$ cat src/rtl/sfab_pkg.sv
// ---------------------------------------------------------------------------
// sfab_pkg: shared types and constants
// Field widths, slot layout and word packing for the free-address batcher.
// ---------------------------------------------------------------------------
package sfab_pkg;

	localparam int ADDR_W    = 36;
	localparam int BYTES_W   = 16;
	localparam int OFFSET_W  = 30;
	localparam int OFF_LSB   = 5;
	localparam int WORD_W    = 64;
	localparam int SLOTS     = 8;
	localparam int SLOT_W    = 3;
	localparam int WORDS     = 4;
	localparam int FILL_W    = 4;
	localparam int OUT_BIN_W = 3;
	localparam int CAP_W     = 32;

	// count at which a bin holds a full batch
	localparam logic [FILL_W-1:0] FILL_FULL = 4'd8;
	localparam logic [FILL_W-1:0] FILL_ONE  = 4'd1;
	localparam logic [SLOT_W-1:0] SLOT_FIRST = 3'd0;

	typedef logic [ADDR_W-1:0]   addr_t;
	typedef logic [BYTES_W-1:0]  bytes_t;
	typedef logic [OFFSET_W-1:0] offset_t;
	typedef logic [WORD_W-1:0]   word_t;
	typedef logic [FILL_W-1:0]   fill_t;

	// even slot at bits 2..31, odd slot at bits 34..63
	function automatic word_t pack_pair(input offset_t even_off, input offset_t odd_off);
		pack_pair = {odd_off, 2'b00, even_off, 2'b00};
	endfunction

endpackage

$ cat src/rtl/sfab_bin_select.sv
// ---------------------------------------------------------------------------
// sfab_bin_select: size to bin mapping
// Finds the smallest power-of-two bin that holds a slab size.
// ---------------------------------------------------------------------------
module sfab_bin_select #(
	parameter int BIN_COUNT     = 8,
	parameter int MIN_SIZE_LOG2 = 5,
	parameter int BIN_W         = 3
) (
	input  sfab_pkg::bytes_t   slab_bytes,
	output logic               hit,
	output logic [BIN_W-1:0]   bin
);
	import sfab_pkg::*;

	logic [BIN_COUNT-1:0] fits;

	// one compare per bin against its capacity
	for (genvar i = 0; i < BIN_COUNT; i++) begin : g_cap
		localparam logic [CAP_W-1:0] CAP = CAP_W'(1) << (i + MIN_SIZE_LOG2);
		assign fits[i] = {{(CAP_W-BYTES_W){1'b0}}, slab_bytes} <= CAP;
	end

	// priority pick, lowest fitting bin wins
	always_comb begin
		hit = |fits;
		bin = '0;
		for (int i = BIN_COUNT - 1; i >= 0; i--) begin
			if (fits[i]) begin
				bin = BIN_W'(i);
			end
		end
	end

endmodule

$ cat src/rtl/sfab_bin_store.sv
// ---------------------------------------------------------------------------
// sfab_bin_store: per-bin slot storage
// Holds eight offsets and a fill count per bin; presents a full batch.
// ---------------------------------------------------------------------------
module sfab_bin_store #(
	parameter int BIN_COUNT = 8,
	parameter int BIN_W     = 3
) (
	input  logic               clk,
	input  logic               arst_n,
	input  logic               upd,
	input  logic [BIN_W-1:0]   bin,
	input  sfab_pkg::offset_t  offset,
	output logic               full,
	output sfab_pkg::word_t    words [sfab_pkg::WORDS]
);
	import sfab_pkg::*;

	offset_t             slot_q [BIN_COUNT][SLOTS];
	fill_t               fill_q [BIN_COUNT];
	fill_t               fill_cur;
	logic [SLOT_W-1:0]   slot_idx;

	// state of the selected bin
	assign fill_cur = fill_q[bin];
	assign full     = fill_cur >= FILL_FULL;
	assign slot_idx = full ? SLOT_FIRST : fill_cur[SLOT_W-1:0];

	// batch view of the selected bin
	always_comb begin
		for (int w = 0; w < WORDS; w++) begin
			words[w] = pack_pair(slot_q[bin][2*w], slot_q[bin][2*w+1]);
		end
	end

	// fill counts; a full bin restarts at one
	always_ff @(posedge clk or negedge arst_n) begin
		if (!arst_n) begin
			for (int b = 0; b < BIN_COUNT; b++) begin
				fill_q[b] <= '0;
			end
		end else if (upd) begin
			fill_q[bin] <= full ? FILL_ONE : fill_cur + FILL_ONE;
		end
	end

	// slot payload; only read once all eight slots are written
	always_ff @(posedge clk) begin
		if (upd) begin
			slot_q[bin][slot_idx] <= offset;
		end
	end

endmodule

$ cat src/rtl/slab_free_address_batcher.sv
// ---------------------------------------------------------------------------
// slab_free_address_batcher: freed slab offset batching
// Packs freed slab offsets into eight-entry batches, one batch per size bin.
// ---------------------------------------------------------------------------
// Usage:
//   Input channel (in_valid/in_ready, slab_address, slab_bytes) takes one
//   freed slab per transfer. The offset is (slab_address - base) >> 5, kept
//   to 30 bits; the size picks the smallest power-of-two bin. Sizes above
//   the largest bin are dropped without effect.
//   Output channel (out_valid/out_ready) gives a full batch when a return
//   hits a bin already holding eight offsets; that return starts a new batch.
//   Config channel (cfg_valid/cfg_ready, cfg_data) writes the base address;
//   cfg_ready is always high. Write it only while the block is idle.
// Timing:
//   An accepted item is held in the input register; its batch, if any, is
//   captured in the result register when the item leaves the input
//   register, and shows on the output from there. One item per cycle is
//   sustained while no batch waits on the receiver; the input register and
//   the result register each hold one item.
//   If the receiver stalls, the result register holds its batch and the
//   input register fills; in_ready drops until out_ready returns.
//   Reset empties all bins and clears the base address to zero.
// ---------------------------------------------------------------------------
module slab_free_address_batcher #(
	parameter int BIN_COUNT     = 8,
	parameter int MIN_SIZE_LOG2 = 5
) (
	input  logic                             clk,
	input  logic                             arst_n,
	input  logic                             cfg_valid,
	output logic                             cfg_ready,
	input  sfab_pkg::addr_t                  cfg_data,
	input  logic                             in_valid,
	output logic                             in_ready,
	input  sfab_pkg::addr_t                  slab_address,
	input  sfab_pkg::bytes_t                 slab_bytes,
	output logic                             out_valid,
	input  logic                             out_ready,
	output logic [sfab_pkg::OUT_BIN_W-1:0]   bin_index,
	output sfab_pkg::word_t                  batch_word0,
	output sfab_pkg::word_t                  batch_word1,
	output sfab_pkg::word_t                  batch_word2,
	output sfab_pkg::word_t                  batch_word3
);
	import sfab_pkg::*;

	localparam int BIN_W = (BIN_COUNT > 1) ? $clog2(BIN_COUNT) : 1;

	addr_t                base_q;
	logic                 valid_s1;
	addr_t                addr_s1;
	bytes_t               bytes_s1;
	logic                 out_valid_q;
	logic [OUT_BIN_W-1:0] bin_q;
	word_t                word_q [WORDS];

	addr_t                diff;
	offset_t              offset;
	logic                 hit;
	logic [BIN_W-1:0]     bin;
	logic                 full;
	word_t                words [WORDS];
	logic                 advance;
	logic                 emit;
	logic [BIN_W+OUT_BIN_W-1:0] bin_ext;

	// base address register
	assign cfg_ready = 1'b1;
	always_ff @(posedge clk or negedge arst_n) begin
		if (!arst_n) begin
			base_q <= '0;
		end else if (cfg_valid) begin
			base_q <= cfg_data;
		end
	end

	// stage handshake
	assign advance  = valid_s1 && (!out_valid_q || out_ready);
	assign in_ready = !valid_s1 || advance;
	assign emit     = advance && hit && full;

	// input register
	always_ff @(posedge clk or negedge arst_n) begin
		if (!arst_n) begin
			valid_s1 <= 1'b0;
		end else if (in_ready) begin
			valid_s1 <= in_valid;
		end
	end

	always_ff @(posedge clk) begin
		if (in_ready && in_valid) begin
			addr_s1  <= slab_address;
			bytes_s1 <= slab_bytes;
		end
	end

	// offset: wrapped difference, bits 5..34
	assign diff   = addr_s1 - base_q;
	assign offset = diff[OFF_LSB +: OFFSET_W];

	sfab_bin_select #(
		.BIN_COUNT     (BIN_COUNT),
		.MIN_SIZE_LOG2 (MIN_SIZE_LOG2),
		.BIN_W         (BIN_W)
	) u_select (
		.slab_bytes (bytes_s1),
		.hit        (hit),
		.bin        (bin)
	);

	sfab_bin_store #(
		.BIN_COUNT (BIN_COUNT),
		.BIN_W     (BIN_W)
	) u_store (
		.clk    (clk),
		.arst_n (arst_n),
		.upd    (advance && hit),
		.bin    (bin),
		.offset (offset),
		.full   (full),
		.words  (words)
	);

	// result register
	assign bin_ext = {{OUT_BIN_W{1'b0}}, bin};

	always_ff @(posedge clk or negedge arst_n) begin
		if (!arst_n) begin
			out_valid_q <= 1'b0;
		end else if (!out_valid_q || out_ready) begin
			out_valid_q <= emit;
		end
	end

	always_ff @(posedge clk) begin
		if (emit) begin
			bin_q <= bin_ext[OUT_BIN_W-1:0];
			for (int w = 0; w < WORDS; w++) begin
				word_q[w] <= words[w];
			end
		end
	end

	assign out_valid   = out_valid_q;
	assign bin_index   = bin_q;
	assign batch_word0 = word_q[0];
	assign batch_word1 = word_q[1];
	assign batch_word2 = word_q[2];
	assign batch_word3 = word_q[3];

endmodule
$ cat config.mk
export PLATFORM = sky130hd
export DESIGN_NAME = slab_free_address_batcher
export DESIGN_NICKNAME = d
export VERILOG_FILES = /design/src/rtl/sfab_pkg.sv /design/src/rtl/sfab_bin_select.sv /design/src/rtl/sfab_bin_store.sv /design/src/rtl/slab_free_address_batcher.sv
export SDC_FILE = /design/constraint.sdc
export NUM_CORES = 2
export LEC_CHECK = 0
export ABC_CLOCK_PERIOD_IN_PS = 18100
export BUFFER_PORTS_ARGS = -buffer_cell sky130_fd_sc_hd__clkbuf_2
export CORE_ASPECT_RATIO = 1.4
export CORE_MARGIN = 3
export CORE_UTILIZATION = 55
export CTS_CLUSTER_DIAMETER = 60
export DETAILED_ROUTE_END_ITERATION = 8
export PLACE_DENSITY = 0.74
export SLEW_MARGIN = 20
export SYNTH_ARGS = -nofsm -noshare
export SYNTH_HDL_FRONTEND = slang
export SYNTH_SLANG_ARGS = --single-unit
$ cat constraint.sdc
create_clock -name clk -period 18.1 [get_ports clk]
set_input_delay 0.905 -clock clk [delete_from_list [all_inputs] [get_ports clk]]
set_output_delay 0.905 -clock clk [all_outputs]
set_load 0.01 [all_outputs]
==> summary.txt <==
STA
  • Hold_ws: 0.255 ns
  • Final TNS setup: 0 ns
  • Hold Fails Final Rpt: 0
  • Maximum clock rate: 140 MHz
  • Setup repair after global routing missed its margin: false
  • Slew Limit Fails: 0
  • Final worst path period need: 7.15 ns
  • Transition time at the pin with the least slew margin: 1.48 ns
  • Worst-case headroom to the max-slew limit: 0.0104
  • Final period util: 0.395
  • Worst Skew: 0.0332 ns
  • Worst Slack Setup Final: 10.95 ns
  • Final setup vio count: 0

Place
  • DP Worst Slack: 10.83 ns
  • DPL Wire Length: 103 mm
  • Buffers added on ports: 335
  • DP Area: 87000 um2
  • Final RePlAce weighted congestion: 0.824

Power and ir drop
  • Net switching share of the total power: 0.237
  • Switch Pwr: 2680 uW
  • Power density over cell area: 121 nW/um2
  • IR Drop Worst-Case VDD: 0.000134 V
  • P_leak: 0.0320 uW
  • Portion of total power attributed to combinational logic: 0.084
  • Internal Power: 8640 uW
  • Fraction of power consumed by sequential logic: 0.555
  • Pwr Total: 11300 uW
  • Share of total power in the clock network: 0.361

Routing
  • Detail-routed via count per cell: 6.46
  • DR DRC count: 7
  • Drt wl/cell: 29.5 um
  • Vias after detailed routing: 44000
  • Number of search-and-repair iterations in the first detailed-routing pass: 9
  • Routed WL: 201 mm
  • Final ANT Viol Nets: 0
  • Starting DRT DRC Count: 6357

Logic synthesis
  • Most frequently used flop master after synthesis: sky130_fd_sc_hd__edfxtp_1
  • Post-synthesis share of cell area spent on and, or, nand and nor gates: 0.0259
  • Syn Std Cell Area: 82200 um2
  • Mux cell area share after synthesis: 0.0335
  • Xor/xnor share of the synthesized area: 0.00288
  • Synth Instances: 4289
  • Area share of fa/ha/maj cells after synthesis: 0.00517
  • Number of enable flip-flop cells after synthesis: 2214
  • Portion of synthesized cell area occupied by the leading cell type: 0.808
  • Synthesized flop and latch total: 2283
  • Sequential fraction of the synthesis area: 0.829
  • Synth area leaders: sky130_fd_sc_hd__edfxtp_1 81%, sky130_fd_sc_hd__mux2i_1 3.2%, sky130_fd_sc_hd__a222oi_1 2.9%
  • Synth async-reset ratio: 0.0302
  • Post-synth cell types: 69
  • Dominant combinational cell family by area after synthesis: compound AO/OA/AOI/OAI gates
  • Yosys warning count: 0
  • Area fraction in compound gates after synthesis: 0.0882
  • Post-Syn Area per Cell: 19.2 um2
  • Post-synth top area cell: sky130_fd_sc_hd__edfxtp_1

Min path
  • HP Class: input port to flop

Global route
  • Number of global-route vias before repair: 43800
  • Total global routing overflow: 0
  • Pin count of the biggest net entering global routing: 173
  • Antenna violations before repair: 9
  • Total track usage: 0.256
  • First-pass GRT wire length: 289 mm

Finish
  • Share of layout cells above drive strength 1: 0.177
  • Area growth syn-to-layout: 14.0%
  • Number of fill cells: 9763
  • Most frequent standard cell in the layout excluding fill and tap cells: sky130_fd_sc_hd__edfxtp_1
  • Final #Nets: 4820
  • Commonest cells after routing, fill and taps aside: 2214 x sky130_fd_sc_hd__edfxtp_1, 334 x sky130_fd_sc_hd__clkbuf_2, 324 x sky130_fd_sc_hd__nand2_1, 262 x sky130_fd_sc_hd__mux2i_1, 242 x sky130_fd_sc_hd__a222oi_1
  • Final instance area: 93800 um2

Clock network
  • Worst-case clock buffer depth: 3
  • Cts bufs inserted: 196
  • Number of resized instances in the post-cts repair step: 0
  • Post-CTS setup buffer count: 0
  • Clock slew at the register clock pins of the worst setup and hold paths: 0.07 ns
  • Clk_lat worst skew: 0.82 ns
  • CTS tree: yes
  • H-tree depth reported by CTS: 4
  • Sinks on Clock Net: 2283
  • Cell at the root of the clock tree: sky130_fd_sc_hd__clkbuf_16

Setup path
  • Arrival @ worst endpoint: 7.59 ns
  • Crit path max-delay cell type: sky130_fd_sc_hd__buf_4
  • Element type at the critical path start: flop
  • Worst stage delay on the critical path: 0.95 ns
  • Type of the worst setup path: flop to flop
  • Most frequent cell on the critical path: sky130_fd_sc_hd__buf_4
  • Max Fanout on Critical Path: 69
  • Cell-by-cell listing of the critical path: nor4_1 > a21oi_1 > o21a_1 > nor2_4 > buf_4 > buf_4 > buf_4 > or4_1 > o311ai_1 > or4b_1 > buf_4 > nor2_4
  • Critical path capture point type: flop
  • Data required time at the worst endpoint: 18.54 ns

Floorplan
  • Die Wd: 333 um
  • Boundary pin count: 355
  • Core Footprint: 148000 um2
  • Number of standard-cell rows in the floorplan: 167
  • Initial Util: 0.555
  • Vert. Die Dim: 464 um
  • Area of the die: 154000 um2

Outcome
  • Status: finished, violations left
  • Failing checks: DRC

Flow run
  • Max-cap viol count: 0
power by group through the flow:
| stage | Clock, uW | Combinational (uW) | Sequential [uW] |
|---|---|---|---|
| after floorplan | 0 | 417 | 6430 |
| after global placement | 0 | 897 | 6390 |
| after detailed placement | 0 | 945 | 6390 |
| after CTS | 4130 | 950 | 6280 |
| after global routing | 4340 | 1010 | 6280 |
| final | 4080 | 951 | 6280 |
cells in the mapped netlist, types with 19 or more instances:
| master | count |
|---|---|
| sky130_fd_sc_hd__inv_1 | 48 |
| sky130_fd_sc_hd__o221ai_1 | 23 |
| sky130_fd_sc_hd__ha_1 | 34 |
| sky130_fd_sc_hd__buf_1 | 26 |
| sky130_fd_sc_hd__a22oi_1 | 207 |
| sky130_fd_sc_hd__dfrtp_1 | 69 |
| sky130_fd_sc_hd__o2111ai_1 | 206 |
| sky130_fd_sc_hd__o21ai_0 | 68 |
| sky130_fd_sc_hd__nor2_1 | 85 |
| sky130_fd_sc_hd__mux2i_1 | 263 |
| sky130_fd_sc_hd__nand2_1 | 324 |
| sky130_fd_sc_hd__buf_4 | 19 |
| sky130_fd_sc_hd__a21oi_1 | 25 |
| sky130_fd_sc_hd__clkbuf_1 | 198 |
| sky130_fd_sc_hd__a222oi_1 | 242 |
| sky130_fd_sc_hd__edfxtp_1 | 2214 |
| sky130_fd_sc_hd__a21boi_0 | 25 |
sequential cells by signal, summed over array words and instances, names as in the netlist:
signal	cells
valid_s1	1
bin_index	3
u_store.fill_q	32
bytes_s1	16
out_valid	1
addr_s1	35
u_store.slot_q	1920
word_q	240
base_q	35
worst max-delay path, delay by kind of cell, from the launching register on:
family          cells  cell delay [ns]
compound gates      3             0.65
buf+inv             4             3.05
simple gates        5             2.43
flops               1             0.53
kinds of logic (layout without fill, tap and decap cells):
kind of cell | Yosys count | after routing
xor gates and xnor gates | 27 | 27
muxes | 274 | 274
other | 2 | 22
DFF | 2283 | 2283
AOI/OAI and AO/OA | 869 | 869
adders and majority gates | 34 | 34
buffers and inverters | 300 | 850
and+or+nand+nor | 500 | 500
routing by layer:
layer | up-vias | track usage | share of wire
li1 | 18600 | - | -
met3 | 348 | 0.0472 | 0.10
met4 | 2 | 0.0948 | 0.031
met1 | 22300 | 0.353 | 0.38
met5 | - | 0 | 0.000035
met2 | 2699 | 0.414 | 0.48
what timing repair did:
action,4_1_cts,5_1_grt
hold buffers,1,0
hold endpoints to repair,12,0
setup endpoints to repair,0,0
final cells by class:
cell class | count | area, um2 | area share
Antenna cell | 5 | 12.5 | 0.000133
Timing Repair Buffer | 443 | 2980 | 0.0318
Clock inverter | 117 | 1070 | 0.0114
Sequential cell | 2283 | 68200 | 0.727
Inverter | 48 | 180 | 0.00192
Clock buffer | 242 | 5210 | 0.0556
Multi-Input combinational cell | 1721 | 13700 | 0.146
Tap cell | 1943 | 2430 | 0.0259
path summary, 6_finish.rpt:
path	cells after the start	to	startpoint	slack (ns)
max in group asynchronous	3	u_store.fill_q[12]	arst_n	16.52
setup / recovery	12	u_store.slot_q[7][59]	bytes_s1[6]	10.95
min in group asynchronous	2	base_q[1]	arst_n	0.46
hold / removal	1	addr_s1[29]	slab_address[29]	0.25
setup reg to reg	12	u_store.slot_q[7][59]	bytes_s1[6]	10.95
hold reg to reg	2	u_store.fill_q[31]	u_store.fill_q[31]	0.48
stage by stage:
stage          utilization  cells
2_1_floorplan            -   4304
3_3_place_gp         0.586   6414
3_5_place_dp         0.587   6417
4_1_cts              0.629   6777
5_1_grt              0.633   6798
6_report             0.633   6802
(Power assumes the default switching activity.)
